`src/sv/b2da_pkg.sv`:
```
// Package for the binary to decimal ASCII converter.
// Holds the item structs, the character codes and the width constants.
// Depends on nothing.
`default_nettype none

package b2da_pkg;

    // Width of the number that is converted.
    localparam int VALUE_BITS = 32;
    // Largest number of decimal digits that such a number can need.
    localparam int MAX_DIGITS = 10;
    localparam int BCD_BITS   = 4 * MAX_DIGITS;
    localparam int CNT_BITS   = $clog2(VALUE_BITS);
    localparam int IDX_BITS   = $clog2(MAX_DIGITS);

    // Buffer size register.
    localparam int           BUF_BITS  = 4;
    localparam logic [3:0]   BUF_RESET = 4'd11;

    // Character codes and request types.
    localparam logic [5:0]   CHAR_ZERO  = 6'd48;
    localparam logic [5:0]   CHAR_MINUS = 6'd45;
    localparam logic         REQ_UNSIGNED = 1'b0;
    localparam logic         REQ_SIGNED   = 1'b1;

    // Input item.
    typedef struct packed {
        logic [VALUE_BITS-1:0] value;
        logic                  req_type;
    } t_in_item;

    // Result item: one character.
    typedef struct packed {
        logic [5:0] char_code;
        logic       last_char;
    } t_out_item;

endpackage

`default_nettype wire

```
`src/sv/binary_to_decimal_ascii_unit.sv`:
```
// Binary to decimal ASCII converter, top level.
// Bit-serial double dabble followed by a digit-serial character emitter.
// Depends on b2da_pkg.
// After an item is accepted, the double dabble register shifts through every bit of
// the value, and a digit search step (ST_PREP) then finds the first digit to emit.
// A new item is taken only while idle. Each item emits 1 to 11 characters;
// busy stays high until the last character has gone out.
// The receiver cannot stall: each character is shown for exactly one cycle.
// Synchronous active-low reset returns the unit to idle and the buffer size to 11.
`default_nettype none

module binary_to_decimal_ascii_unit (
    input  wire                    i_clk,
    input  wire                    i_rst_n,
    input  wire                    start,
    output logic                   busy,
    input  b2da_pkg::t_in_item     i_item,
    output logic                   o_strobe,
    output b2da_pkg::t_out_item    o_result,
    input  wire                    i_cfg_we,
    input  wire [b2da_pkg::BUF_BITS-1:0] i_cfg_data
);

    typedef enum logic [3:0] {
        ST_IDLE = 4'b0001,
        ST_CONV = 4'b0010,
        ST_PREP = 4'b0100,
        ST_EMIT = 4'b1000
    } t_state;

    t_state                            r_state, n_state;
    logic [b2da_pkg::VALUE_BITS-1:0]   r_bin, n_bin;
    logic [b2da_pkg::BCD_BITS-1:0]     r_bcd, n_bcd;
    logic [b2da_pkg::CNT_BITS-1:0]     r_cnt, n_cnt;
    logic [b2da_pkg::IDX_BITS-1:0]     r_idx, n_idx;
    logic                              r_neg, n_neg;
    logic [b2da_pkg::BUF_BITS-1:0]     r_buf_size;

    logic                              accept;
    logic                              in_neg;
    logic [b2da_pkg::BCD_BITS-1:0]     bcd_adj;
    logic [b2da_pkg::IDX_BITS-1:0]     msd;
    logic [b2da_pkg::IDX_BITS-1:0]     lim_m1;
    logic [3:0]                        cur_digit;

    assign accept = start && !busy;
    assign busy   = (r_state != ST_IDLE);
    assign in_neg = (i_item.req_type == b2da_pkg::REQ_SIGNED) &&
                    i_item.value[b2da_pkg::VALUE_BITS-1];

    // Add three to every BCD digit of five or more before the shift.
    always_comb begin
        bcd_adj = r_bcd;
        for (int d = 0; d < b2da_pkg::MAX_DIGITS; d++) begin
            if (r_bcd[4*d +: 4] >= 4'd5) begin
                bcd_adj[4*d +: 4] = r_bcd[4*d +: 4] + 4'd3;
            end
        end
    end

    // Index of the most significant non-zero digit; zero when all are zero.
    always_comb begin
        msd = '0;
        for (int d = 1; d < b2da_pkg::MAX_DIGITS; d++) begin
            if (r_bcd[4*d +: 4] != 4'd0) begin
                msd = b2da_pkg::IDX_BITS'(d);
            end
        end
    end

    // Highest digit index the buffer allows: the digit limit minus one.
    always_comb begin
        if (r_buf_size < 4'd2) begin
            lim_m1 = '0;
        end else if (r_buf_size > 4'(b2da_pkg::MAX_DIGITS + 1)) begin
            lim_m1 = b2da_pkg::IDX_BITS'(b2da_pkg::MAX_DIGITS - 1);
        end else begin
            lim_m1 = b2da_pkg::IDX_BITS'(r_buf_size - 4'd2);
        end
    end

    assign cur_digit = r_bcd[{r_idx, 2'b00} +: 4];

    // Result item, driven from registered state.
    always_comb begin
        o_strobe = (r_state == ST_EMIT);
        if (r_neg) begin
            o_result.char_code = b2da_pkg::CHAR_MINUS;
            o_result.last_char = 1'b0;
        end else begin
            o_result.char_code = b2da_pkg::CHAR_ZERO + {2'b00, cur_digit};
            o_result.last_char = (r_idx == '0);
        end
    end

    // Sequencer: load, shift, find the first digit, emit.
    always_comb begin
        n_state = r_state;
        n_bin   = r_bin;
        n_bcd   = r_bcd;
        n_cnt   = r_cnt;
        n_idx   = r_idx;
        n_neg   = r_neg;
        case (r_state)
            ST_IDLE: begin
                if (accept) begin
                    n_bin   = in_neg ? (~i_item.value + 1'b1) : i_item.value;
                    n_bcd   = '0;
                    n_cnt   = '0;
                    n_neg   = in_neg;
                    n_state = ST_CONV;
                end
            end
            ST_CONV: begin
                {n_bcd, n_bin} = {bcd_adj[b2da_pkg::BCD_BITS-2:0], r_bin, 1'b0};
                n_cnt = r_cnt + 1'b1;
                if (r_cnt == b2da_pkg::CNT_BITS'(b2da_pkg::VALUE_BITS - 1)) begin
                    n_state = ST_PREP;
                end
            end
            ST_PREP: begin
                n_idx   = (msd < lim_m1) ? msd : lim_m1;
                n_state = ST_EMIT;
            end
            ST_EMIT: begin
                if (r_neg) begin
                    n_neg = 1'b0;
                end else if (r_idx == '0) begin
                    n_state = ST_IDLE;
                end else begin
                    n_idx = r_idx - 1'b1;
                end
            end
            default: begin
                n_state = ST_IDLE;
            end
        endcase
    end

    // Control registers.
    always_ff @(posedge i_clk) begin
        if (!i_rst_n) begin
            r_state    <= ST_IDLE;
            r_neg      <= 1'b0;
            r_buf_size <= b2da_pkg::BUF_RESET;
        end else begin
            r_state <= n_state;
            r_neg   <= n_neg;
            if (i_cfg_we) begin
                r_buf_size <= i_cfg_data;
            end
        end
    end

    // Datapath registers.
    always_ff @(posedge i_clk) begin
        r_bin <= n_bin;
        r_bcd <= n_bcd;
        r_cnt <= n_cnt;
        r_idx <= n_idx;
    end

    // Checks on the sequencer.
    a_accept_to_conv: assert property (@(posedge i_clk) disable iff (!i_rst_n)
        accept |=> (r_state == ST_CONV && r_cnt == '0))
        else $error("Accepted item did not start conversion.");

    a_last_frees: assert property (@(posedge i_clk) disable iff (!i_rst_n)
        (o_strobe && o_result.last_char) |=> !busy)
        else $error("Unit still busy after the last character.");

    a_minus_not_last: assert property (@(posedge i_clk) disable iff (!i_rst_n)
        (o_strobe && o_result.char_code == b2da_pkg::CHAR_MINUS) |-> !o_result.last_char)
        else $error("Minus sign flagged as last character.");

    a_idx_in_range: assert property (@(posedge i_clk) disable iff (!i_rst_n)
        o_strobe |-> (r_idx <= b2da_pkg::IDX_BITS'(b2da_pkg::MAX_DIGITS - 1)))
        else $error("Digit index beyond the BCD register.");

endmodule

`default_nettype wire

```
`config.mk`:
```
export PLATFORM = sky130hd
export DESIGN_NAME = binary_to_decimal_ascii_unit
export DESIGN_NICKNAME = d
export VERILOG_FILES = /design/src/sv/b2da_pkg.sv /design/src/sv/binary_to_decimal_ascii_unit.sv
export SDC_FILE = /design/constraint.sdc
export NUM_CORES = 1
export LEC_CHECK = 0
export BUFFER_PORTS_ARGS = -buffer_cell sky130_fd_sc_hd__buf_2
export CAP_MARGIN = 20
export CORE_MARGIN = 2
export CORE_UTILIZATION = 31
export CTS_CLUSTER_DIAMETER = 50
export DETAILED_ROUTE_END_ITERATION = 8
export PLACE_DENSITY_LB_ADDON = 0.3
export REMOVE_ABC_BUFFERS = 1
export SYNTH_ARGS = -nofsm -noshare
export SYNTH_HDL_FRONTEND = slang
export SYNTH_SLANG_ARGS = --single-unit
```
`constraint.sdc`:
```
create_clock -name i_clk -period 4 [get_ports i_clk]
set_input_delay 0.8 -clock i_clk [delete_from_list [all_inputs] [get_ports i_clk]]
set_output_delay 0.8 -clock i_clk [all_outputs]
set_load 0.1 [all_outputs]
```
Yosys cells after proc, flatten, opt, wreduce, memory -nomap -nowiden
Cells that the tools add are included.
- add/sub/neg operators: 15
- $mul: 0
- divide/modulo/power cells: 0
- order comparisons: 13
- equal/unequal tests: 11
- shift operators: 1
- muxes and demuxes: 40
- bitwise gates (word level): 1
- reductions and logical operators: 20
- operators by type and width (cell ; count):
    $mux 4 ; 26
    $pmux 40 s2 ; 1
    $mux 32 ; 2
    $pmux 32 s2 ; 1
    $ge 4x3->1 const B ; 10
    $mux 40 ; 1
    $shiftx 40x7->4 ; 1
    $add 4x2->4 const B ; 9
    $reduce_bool 4->1 ; 9
    $add 32x1->32 const B ; 1
    $not 32->32 ; 1
    $pmux 4 s4 ; 1
    $pmux 5 s2 ; 1
    $ne 2x2->1 const B ; 4
    $pmux 4 s2 ; 1
    $mux 7 ; 1
    $add 5x5->6 const A ; 1
    $reduce_bool 2->1 ; 3
    $add 5x1->5 const B ; 1
    $eq 5x5->1 const B ; 1
    $mux 5 ; 1
    $eq 4x1->1 const B ; 1
    $eq 4x2->1 const B ; 1
    $eq 4x3->1 const B ; 1
    18 further kinds ; 21
- register bits after elaboration: 90
- bits in latches: 0
- memory bits (writable): 0
- ROM bits: 0
- input port bits: 41
- output and inout port bits: 9
- logic and storage cells: 108
- memories: 0

Depth between registers and ports, before layout
Gate-level depths: netlist of run 1.
- depth in word-level cells: 13
- gate-level depth with buffers: 12
- gate-level depth less buffers: 12

Worst setup path after synthesis of run 1
OpenSTA, ideal clock, no wires.
- path kind: register to output
- start: register r_idx[0] in the netlist's numbering
- end: output port o_result[1] in the netlist's numbering
- arrival: 3.371 ns
- required time: 3.200 ns
- path slack: -0.171 ns
- stages on the path, launching flop included: 6
- buffers on the path: 2
- cell sequence: edfxtp_1 > clkbuf_1 > clkbuf_1 > mux4_2 > mux2i_1 > o21ai_0
- RTL lines (item ; line ; text):
    start: declaration ; binary_to_decimal_ascii_unit.sv:35 ; logic [b2da_pkg::IDX_BITS-1:0] r_idx, n_idx;
    start signal: assignment ; binary_to_decimal_ascii_unit.sv:160 ; r_idx <= n_idx;
    end: declaration ; binary_to_decimal_ascii_unit.sv:19 ; output b2da_pkg::t_out_item o_result,

==> results.cfg, run 1 <==
[sta]
setup_viol = 0
min_period_over_period = 0.801
worst_pin_slew_ns = 1.02
finalClockSkew_ns = 0.00965
hold_viol = 0
setup_tns_ns = 0
slew_viol_final = 0
layout_setup_ws_ns = 0.796
rsz0062_at_grt = false
slew_headroom = 0.322
finalCriticalPeriod_ns = 3.20
fmax_mhz = 312
hold_ws_ns = 0.524

[critical_path]
r2r_setup_slack_ns = 0.87
r2r-end = r_idx[0]
worstSetupPathType = flop to output port
reg2regPathDepth = 10
max_stage_delay_ns = 0.86
cp_data_arrival_time_ns = 2.40
critical_path_required_ns = 3.20
critPathMaxFanout = 17
regToRegStartpoint = r_bcd[32]
critPathBufInv = 1
cp_cell_sequence = mux4_2 > mux2i_1 > o21ai_0 > buf_2
start_kind = flop
cpLargestDelayFamily = flip-flops
crit_slowest_cell = edfxtp_1
end_kind = output port

[pwr]
p_sw_frac = 0.355
seq_power_share = 0.459
irDropWorstVdd_mv = 0.231
p_int_mw = 2.04
p_clk_frac = 0.247
p_leak_nw = 2.44
p_total_mw = 3.17
cellPowerDensity_mw_per_mm2 = 480
p_switching_mw = 1.13
p_comb_frac = 0.294

[logic_synthesis]
ys_async_sr_fraction = 0
synth_top_area_share = 0.414
yosysTopAreaCell = edfxtp_1
synthFlopType = edfxtp_1
syn_area_mm2 = 0.00587
yosysSeqAreaShare = 0.445
synth_cell_types = 52
synth_cells = 617
synth_area_leaders = edfxtp_1, ha_1, nor2_1, xnor2_1, a21oi_1
synth_edf_count = 81
synth_area_per_cell_um2 = 9.51
synth-seq-cells = 90
yosysWarnings = 0

[run_status]
status = complete, no violations

[drt]
via_per_inst = 4.93
wl_per_cell_um = 14.1
drc = 0
routed_wl_mm = 12.6
drtIter0Drc = 237
postRouteAntennaNets = 0
first_pass_iters = 4
vias = 4399

[cts]
cts_sinks = 90
htreeDepth = 3
clk_latency_ns = 0.35
cts_made_buffers = 9
cts.path.max_buffers = 2
cts_setup_buffers = 0
cts_tree = built
cts_root_buffer = clkbuf_16
clkSlewWorstSetupHoldPaths_ns = 0.06
cts_resized = 0
postCtsHoldBufs = 0

[global_route]
grt_first_pass_wirelength_mm = 21.0
grt_pass1_vias = 4239
grt.total_usage = 0.131
grt_remaining_overflow = 0
grt_max_degree = 78
grt_antenna_before_repair = 0

[hold_path]
min-delay-start = r_buf_size[0]
min_path_cells = 2
hold_end = r_buf_size[0]
hp-class = flop to flop

[placed_design]
place.gp.congestion = 0.814
hpwl_mm = 8.68
dp_slack_ns = 0.870
port_buffers = 48

[finish]
area_growth_syn_to_layout_pct = 12.4
layout.nets = 725
fillerInstances = 1915
n_antenna_cell = 0
fin_util = 0.354
layout-drive-gt1-share = 0.135

[die]
num_io_pins = 50
initial_utilization = 0.315
fp.dieW_um = 142
die_h_um = 142
rows = 50
die_area_mm2 = 0.0201
core_area_mm2 = 0.0186

[run]
maxCapViolations = 0
sequential cells by signal, indices dropped and copies added (netlist names):
| signal | flops |
|---|---|
| r_bcd | 40 |
| r_bin | 32 |
| r_cnt | 5 |
| r_buf_size | 4 |
| r_idx | 4 |
| r_state | 4 |
| r_neg | 1 |
synth_stat cells (all sizes together) (2+ instances only):
cell type	count
a41oi	6
or3b	2
nor4	4
o211ai	5
nand2	60
nor2b	4
a21oi	55
mux2	3
o21a	2
o21ai	45
o31ai	2
ha	30
or4b	2
nor3	25
dfxtp	9
xor2	19
edfxtp	81
mux2i	10
inv	34
xnor2	35
a31oi	12
nor3b	7
clkbuf	22
and3	4
nand2b	13
buf	4
mux4	8
nor2	85
and2	5
or4	3
a21o	3
nand3	4
final cells by class:
cell class / instances / area [um^2] / share of cell area
tap: 234 / 293 / 0.0444
timing repair buffer: 52 / 270 / 0.0410
inverter: 34 / 128 / 0.0193
clock buffer: 10 / 229 / 0.0347
multi-input combinational: 467 / 3030 / 0.460
sequential: 90 / 2610 / 0.396
clock inverter: 6 / 32.5 / 0.00493
cells by family after synthesis:
group / Yosys count / synth area share
AO/OA/AOI/OAI: 138 / 0.135
adder cells (fa/ha/maj): 30 / 0.0640
other: 1 / 0.000639
XOR/XNOR: 54 / 0.0806
flip-flops: 90 / 0.445
AND/OR/NAND/NOR: 223 / 0.181
buffers and inverters: 60 / 0.0403
multiplexers: 21 / 0.0535
cells in the final DEF (no fill, tap or decap), drive strengths merged, types with 6 or more instances in the layout:
cell,Yosys,final
inv,34,35
xor2,19,19
a31oi,12,12
nor2,85,85
o21ai,45,45
nand2b,13,13
a21oi,55,55
dfxtp,9,9
clkbuf,22,10
edfxtp,81,81
mux2i,10,10
nor3,25,25
nor3b,7,7
a41oi,6,6
nand2,60,60
buf,4,52
mux4,8,8
xnor2,35,35
ha,30,30
worst max-delay path by stage:
| stage | cells after the start | from | slack [ns] | to |
|---|---|---|---|---|
| 2_1_floorplan | 3 | r_state[3] | -0.31 | r_bcd[0] |
| 6_report | 4 | r_idx[0] | 0.80 | o_result[4] |
| 5_1_grt | 6 | r_idx[0] | 0.61 | o_result[2] |
| 4_1_cts | 4 | r_idx[0] | 0.75 | o_result[4] |
| 3_3_place_gp | 10 | r_bcd[32] | 0.95 | r_idx[0] |
| 3_5_place_dp | 10 | r_bcd[32] | 0.87 | r_idx[0] |
worst reg2reg max path, cell delays in order (launching register included):
cell and delay, ns:
edfxtp_1 0.41, inv_1 0.15, ha_1 0.16, nor3b_1 0.35
nand3_1 0.26, ha_1 0.29, or4b_2 0.66, a21oi_1 0.18
a21boi_0 0.19, o2bb2ai_1 0.13, mux2i_1 0.08
through the flow:
step                      cells  area (um^2)
after floorplan             591         5760
after global placement      877         6340
after detailed placement    877         6340
after CTS                   893         6600
after global routing        893         6600
final                       893         6600
per-layer routing:
| metal | vias up | GRT usage | part of all wire |
|---|---|---|---|
| met3 | 13 | 0.0199 | 0.036 |
| met5 | - | 0 | 0 |
| met1 | 2038 | 0.185 | 0.51 |
| met2 | 84 | 0.204 | 0.44 |
| li1 | 2264 | - | - |
| met4 | 0 | 0.0489 | 0.015 |
power by group through the flow:
stage	combinational (mW)	clock [mW]	sequential (mW)
5_1_grt	1.06	0.838	1.48
3_3_place_gp	0.933	0	1.47
3_5_place_dp	0.938	0	1.47
2_1_floorplan	0.736	0	1.43
4_1_cts	0.943	0.812	1.45
6_report	0.931	0.783	1.45
Note: power is estimated with default switching activity, not from simulation.
==> run 2: changes to the inputs <==
==> constraint.sdc (replaced) <==
create_clock -name i_clk -period 3.2 [get_ports i_clk]
set_input_delay 0.64 -clock i_clk [delete_from_list [all_inputs] [get_ports i_clk]]
set_output_delay 0.64 -clock i_clk [all_outputs]
set_load 0.1 [all_outputs]
==> run 2 against run 1 <==
  * Critical endpoint is now o_result[2]
  * Critical path type unchanged
  * Largest cell class unchanged
  * Worst setup slack got worse by 0.58 ns
  * Critical path depth rose by 2
  * Sequential share of layout area fell by 0.67 points
  * Core utilization rose by 0.61 points
  * Routed wire length rose by 2.4%
  * Worst hold slack got worse by 0.016 ns
  * Flip-flop and latch count did not move
  * Clock power rose by 34%
  * Clock skew fell by 0.0030 ns
  * Sequential power rose by 25%
  * Largest power group unchanged
  * Non-clock buffer count rose by 10
  * Global-route usage rose by 0.36 points
==> results.cfg, run 2 (synthesized netlist as in run 1, its figures left out) <==
[die]
rows = 50
die_h_um = 142
core_area_mm2 = 0.0186
die_area_mm2 = 0.0201
initial_utilization = 0.315
num_io_pins = 50
fp.dieW_um = 142

[finish]
fin_cells = 903
layout_common_cells = nor2_1, edfxtp_1, nand2_1
n_antenna_cell = 0
fin_util = 0.360
top_regs = r_bcd x40, r_bin x32, r_cnt x5
largest_reg_flops = 40
layout-drive-gt1-share = 0.149
layout.nets = 735
regMostFlops = r_bcd
layout_commonest_cell = nor2_1
area_growth_syn_to_layout_pct = 14.3

[sta]
rsz0062_at_grt = false
finalCriticalPeriod_ns = 2.99
slew_headroom = 0.474
finalClockSkew_ns = 0.00664
hold_viol = 0
min_period_over_period = 0.933
slew_viol_final = 0
worst_pin_slew_ns = 0.786
fmax_mhz = 335
setup_viol = 0

[hold_path]
hp-class = primary input to flop

[global_route]
grt_pass1_vias = 4346
grt_max_degree = 69
grt_antenna_before_repair = 0
grt_first_pass_wirelength_mm = 21.9
grt_remaining_overflow = 0
grt.total_usage = 0.135

[pwr]
irDropWorstVdd_mv = 0.281
p_leak_nw = 2.50
cellPowerDensity_mw_per_mm2 = 606
p_total_mw = 4.07

[critical_path]
cp_data_arrival_time_ns = 2.35
start_kind = flop
crit_top_cell = nor2_1
crit_slowest_cell = edfxtp_1
max_stage_delay_ns = 0.69
end_kind = output port
critical_path_required_ns = 2.56
critPathMaxFanout = 9
cp_cell_sequence = mux4_2 > mux2i_1 > nor2_1 > a21oi_1 > nor2_1 > buf_2
worstSetupPathType = flop to output port

[cts]
cts.path.max_buffers = 2
htreeDepth = 3
cts_root_buffer = clkbuf_16
postCtsHoldBufs = 0
clk_latency_ns = 0.34
cts_tree = built
cts_setup_buffers = 0
cts_sinks = 90
clkSlewWorstSetupHoldPaths_ns = 0.06
cts_resized = 0
cts_made_buffers = 9

[drt]
wl_per_cell_um = 14.2
drc = 0
vias = 4455
routed_wl_mm = 12.9
via_per_inst = 4.93
drtIter0Drc = 227
postRouteAntennaNets = 0
first_pass_iters = 4

[placed_design]
port_buffers = 48
hpwl_mm = 9.07
place.gp.congestion = 0.763
place_inst = 887

[run_status]
status = complete, no violations

[run]
maxCapViolations = 0
==> run 2: through the flow <==
stage | area [um^2] | TNS [ns] | hold slack [ns] | setup slack, ns
floorplan | 5760 | -92.06 | 0.451 | -1.11
global placement | 6420 | 0 | 0.504 | 0.360
detailed placement | 6420 | 0 | 0.511 | 0.240
CTS | 6710 | 0 | 0.498 | 0.194
global route | 6710 | 0 | 0.514 | 0.0433
finish | 6710 | 0 | 0.509 | 0.214
==> run 2: worst max-delay path, delay by kind of cell (launching register included) <==
| kind | cells | cell delay [ns] |
|---|---|---|
| AOI/OAI and AO/OA | 1 | 0.12 |
| buffers and inverters | 1 | 0.31 |
| DFF | 1 | 0.69 |
| muxes | 2 | 0.75 |
| and+or+nand+nor | 2 | 0.13 |
==> run 2: report_power, final <==
group          internal [mW]  switching (mW)  total [mW]
clock network          0.606           0.440        1.05
registers               1.61           0.205        1.81
logic                  0.449           0.760        1.21
total                   2.66            1.40        4.07
==> run 2: worst paths after layout <==
path | start | endpoint | slack [ns] | cells past startpoint
setup / recovery | r_idx[1] | o_result[2] | 0.21 | 6
hold / removal | i_cfg_data[3] | r_buf_size[3] | 0.51 | 3
setup reg to reg | r_bcd[20] | r_idx[2] | 0.29 | 12
hold reg to reg | r_bin[31] | r_bcd[0] | 0.52 | 1
==> run 2: routing by layer <==
metal / part of all wire / vias to the layer above / track usage
met5: 0 / - / 0
met4: 0.010 / 0 / 0.0337
met3: 0.028 / 9 / 0.0267
met2: 0.45 / 62 / 0.215
met1: 0.52 / 2100 / 0.189
li1: - / 2284 / -
==> run 2: layout make-up <==
class,count,area [um^2]
fillers,1901,11900
multi-input cells,467,3040
flip-flops and latches,90,2610
repair buffers,62,358
well taps,234,293
clock buffers,13,240
inverters,34,128
clock inverters,3,42.5
==> run 3: changes to the inputs <==
--- a/config.mk
+++ b/config.mk
@@ -11,8 +11,8 @@
 export CORE_UTILIZATION = 31
 export CTS_CLUSTER_DIAMETER = 50
 export DETAILED_ROUTE_END_ITERATION = 8
+export MAX_ROUTING_LAYER = met4
 export PLACE_DENSITY_LB_ADDON = 0.3
-export REMOVE_ABC_BUFFERS = 1
 export SYNTH_ARGS = -nofsm -noshare
 export SYNTH_HDL_FRONTEND = slang
 export SYNTH_SLANG_ARGS = --single-unit
==> run 3 against run 2 <==
  * Count of clock-buffer cells in the layout shrank 3
  * Worst setup slack gained 0.046 ns
  * Clock skew grew 0.0012 ns
  * Global-route usage grew 0.23 points
  * Sequential power is essentially flat
  * Total power grew 0.94%
  * Flip-flop and latch count is the same
  * Fmax grew 1.6%
  * Die area is the same
  * Register-to-register slack is essentially flat
  * Highest routed layer unchanged
==> results.cfg, run 3 (synthesized netlist as in run 1, its figures left out) <==
[finish]
layout-drive-gt1-share = 0.150
layout_commonest_cell = nor2_1
top_regs = r_bcd x40, r_bin x32, r_cnt x5
layout.nets = 733
design_area_mm2 = 0.00672
largest_reg_flops = 40
regMostFlops = r_bcd
area_growth_syn_to_layout_pct = 14.5
layout_common_cells = nor2_1, edfxtp_1, nand2_1
n_antenna_cell = 0
fin_cells = 901

[cts]
cts_sinks = 90
clkSlewWorstSetupHoldPaths_ns = 0.06
cts.path.max_buffers = 2
cts_tree = built
cts_root_buffer = clkbuf_16
htreeDepth = 3
postCtsHoldBufs = 0
clk_latency_ns = 0.35
cts_made_buffers = 9

[drt]
first_pass_iters = 5
wl_per_cell_um = 14.0
routed_wl_mm = 12.6
via_per_inst = 4.97
drc = 0
drtIter0Drc = 289
postRouteAntennaNets = 0
vias = 4476

[die]
num_io_pins = 50
rows = 50
core_area_mm2 = 0.0186
die_h_um = 142
initial_utilization = 0.315
die_area_mm2 = 0.0201
fp.dieW_um = 142

[placed_design]
place_area_mm2 = 0.00639
port_buffers = 48
hpwl_mm = 9.08
place_inst = 881
dp_slack_ns = 0.306
place.gp.congestion = 0.836

[critical_path]
critical_path_required_ns = 2.56
end_kind = output port
critPathMaxFanout = 10
r2r_setup_slack_ns = 0.28
worstSetupPathType = flop to output port
cp_data_arrival_time_ns = 2.30
start_kind = flop

[sta]
setup_viol = 0
slew_viol_final = 0
min_period_over_period = 0.919
rsz0062_at_grt = false
finalClockSkew_ns = 0.00784
fmax_mhz = 340
slew_headroom = 0.494
finalCriticalPeriod_ns = 2.94
worst_pin_slew_ns = 0.756
layout_setup_ws_ns = 0.260
hold_viol = 0

[global_route]
grt_remaining_overflow = 0
grt_antenna_before_repair = 0
grt_first_pass_wirelength_mm = 21.3
grt_pass1_vias = 4260
grt_max_degree = 69
grt.total_usage = 0.137

[logic_synthesis]
synth_nets = 688

[hold_path]
hp-class = flop to flop

[pwr]
irDropWorstVdd_mv = 0.256
p_leak_nw = 2.50
p_total_mw = 4.10
cellPowerDensity_mw_per_mm2 = 611

[run]
maxCapViolations = 0

[run_status]
status = complete, no violations
==> run 3: what timing repair did <==
item	4_1_cts	5_1_grt
buffers inserted	0	4
gates resized for setup	0	1
endpoints found under the setup margin	0	3
==> run 3: worst paths after layout <==
path | startpoint | endpoint | depth (start not counted)
worst max register to register | r_bcd[32] | r_idx[0] | 10
worst min register to register | r_buf_size[0] | r_buf_size[0] | 2
worst min-delay path | r_buf_size[0] | r_buf_size[0] | 2
worst max-delay path | r_idx[0] | o_result[4] | 4
==> run 3: stage by stage <==
stage | util | setup TNS (ns) | hold slack (ns)
finish | 0.360 | 0 | 0.493
global route | 0.360 | 0 | 0.505
CTS | 0.359 | 0 | 0.496
detailed placement | 0.343 | 0 | 0.480
global placement | 0.343 | 0 | 0.481
floorplan | - | -0.0556 | 0.451
==> run 3: cell type report <==
type	count	area [um^2]
Sequential cell	90	2610
Fill cell	1899	11900
Clock inverter	6	66.3
Multi-Input combinational cell	467	3040
Tap cell	234	293
Timing Repair Buffer	60	355
Clock buffer	10	229
Inverter	34	128
==> run 3: power breakdown <==
part	internal, mW	switching [mW]	total [mW]
sequential	1.61	0.200	1.81
combinational	0.454	0.763	1.22
clock	0.608	0.475	1.08
total	2.67	1.44	4.10
==> run 3: metal layers <==
| metal | GRT usage | share of wire |
|---|---|---|
| met5 | - | 0 |
| met1 | 0.186 | 0.49 |
| met2 | 0.208 | 0.45 |
| met4 | 0.0300 | 0.0079 |
| met3 | 0.0354 | 0.052 |
==> run 3: worst max-delay path, cell delays in order, from the launching register on <==
cell and delay [ns]:
edfxtp_1 0.73, mux4_2 0.60, mux2i_1 0.20, o21ai_1 0.11
buf_2 0.31
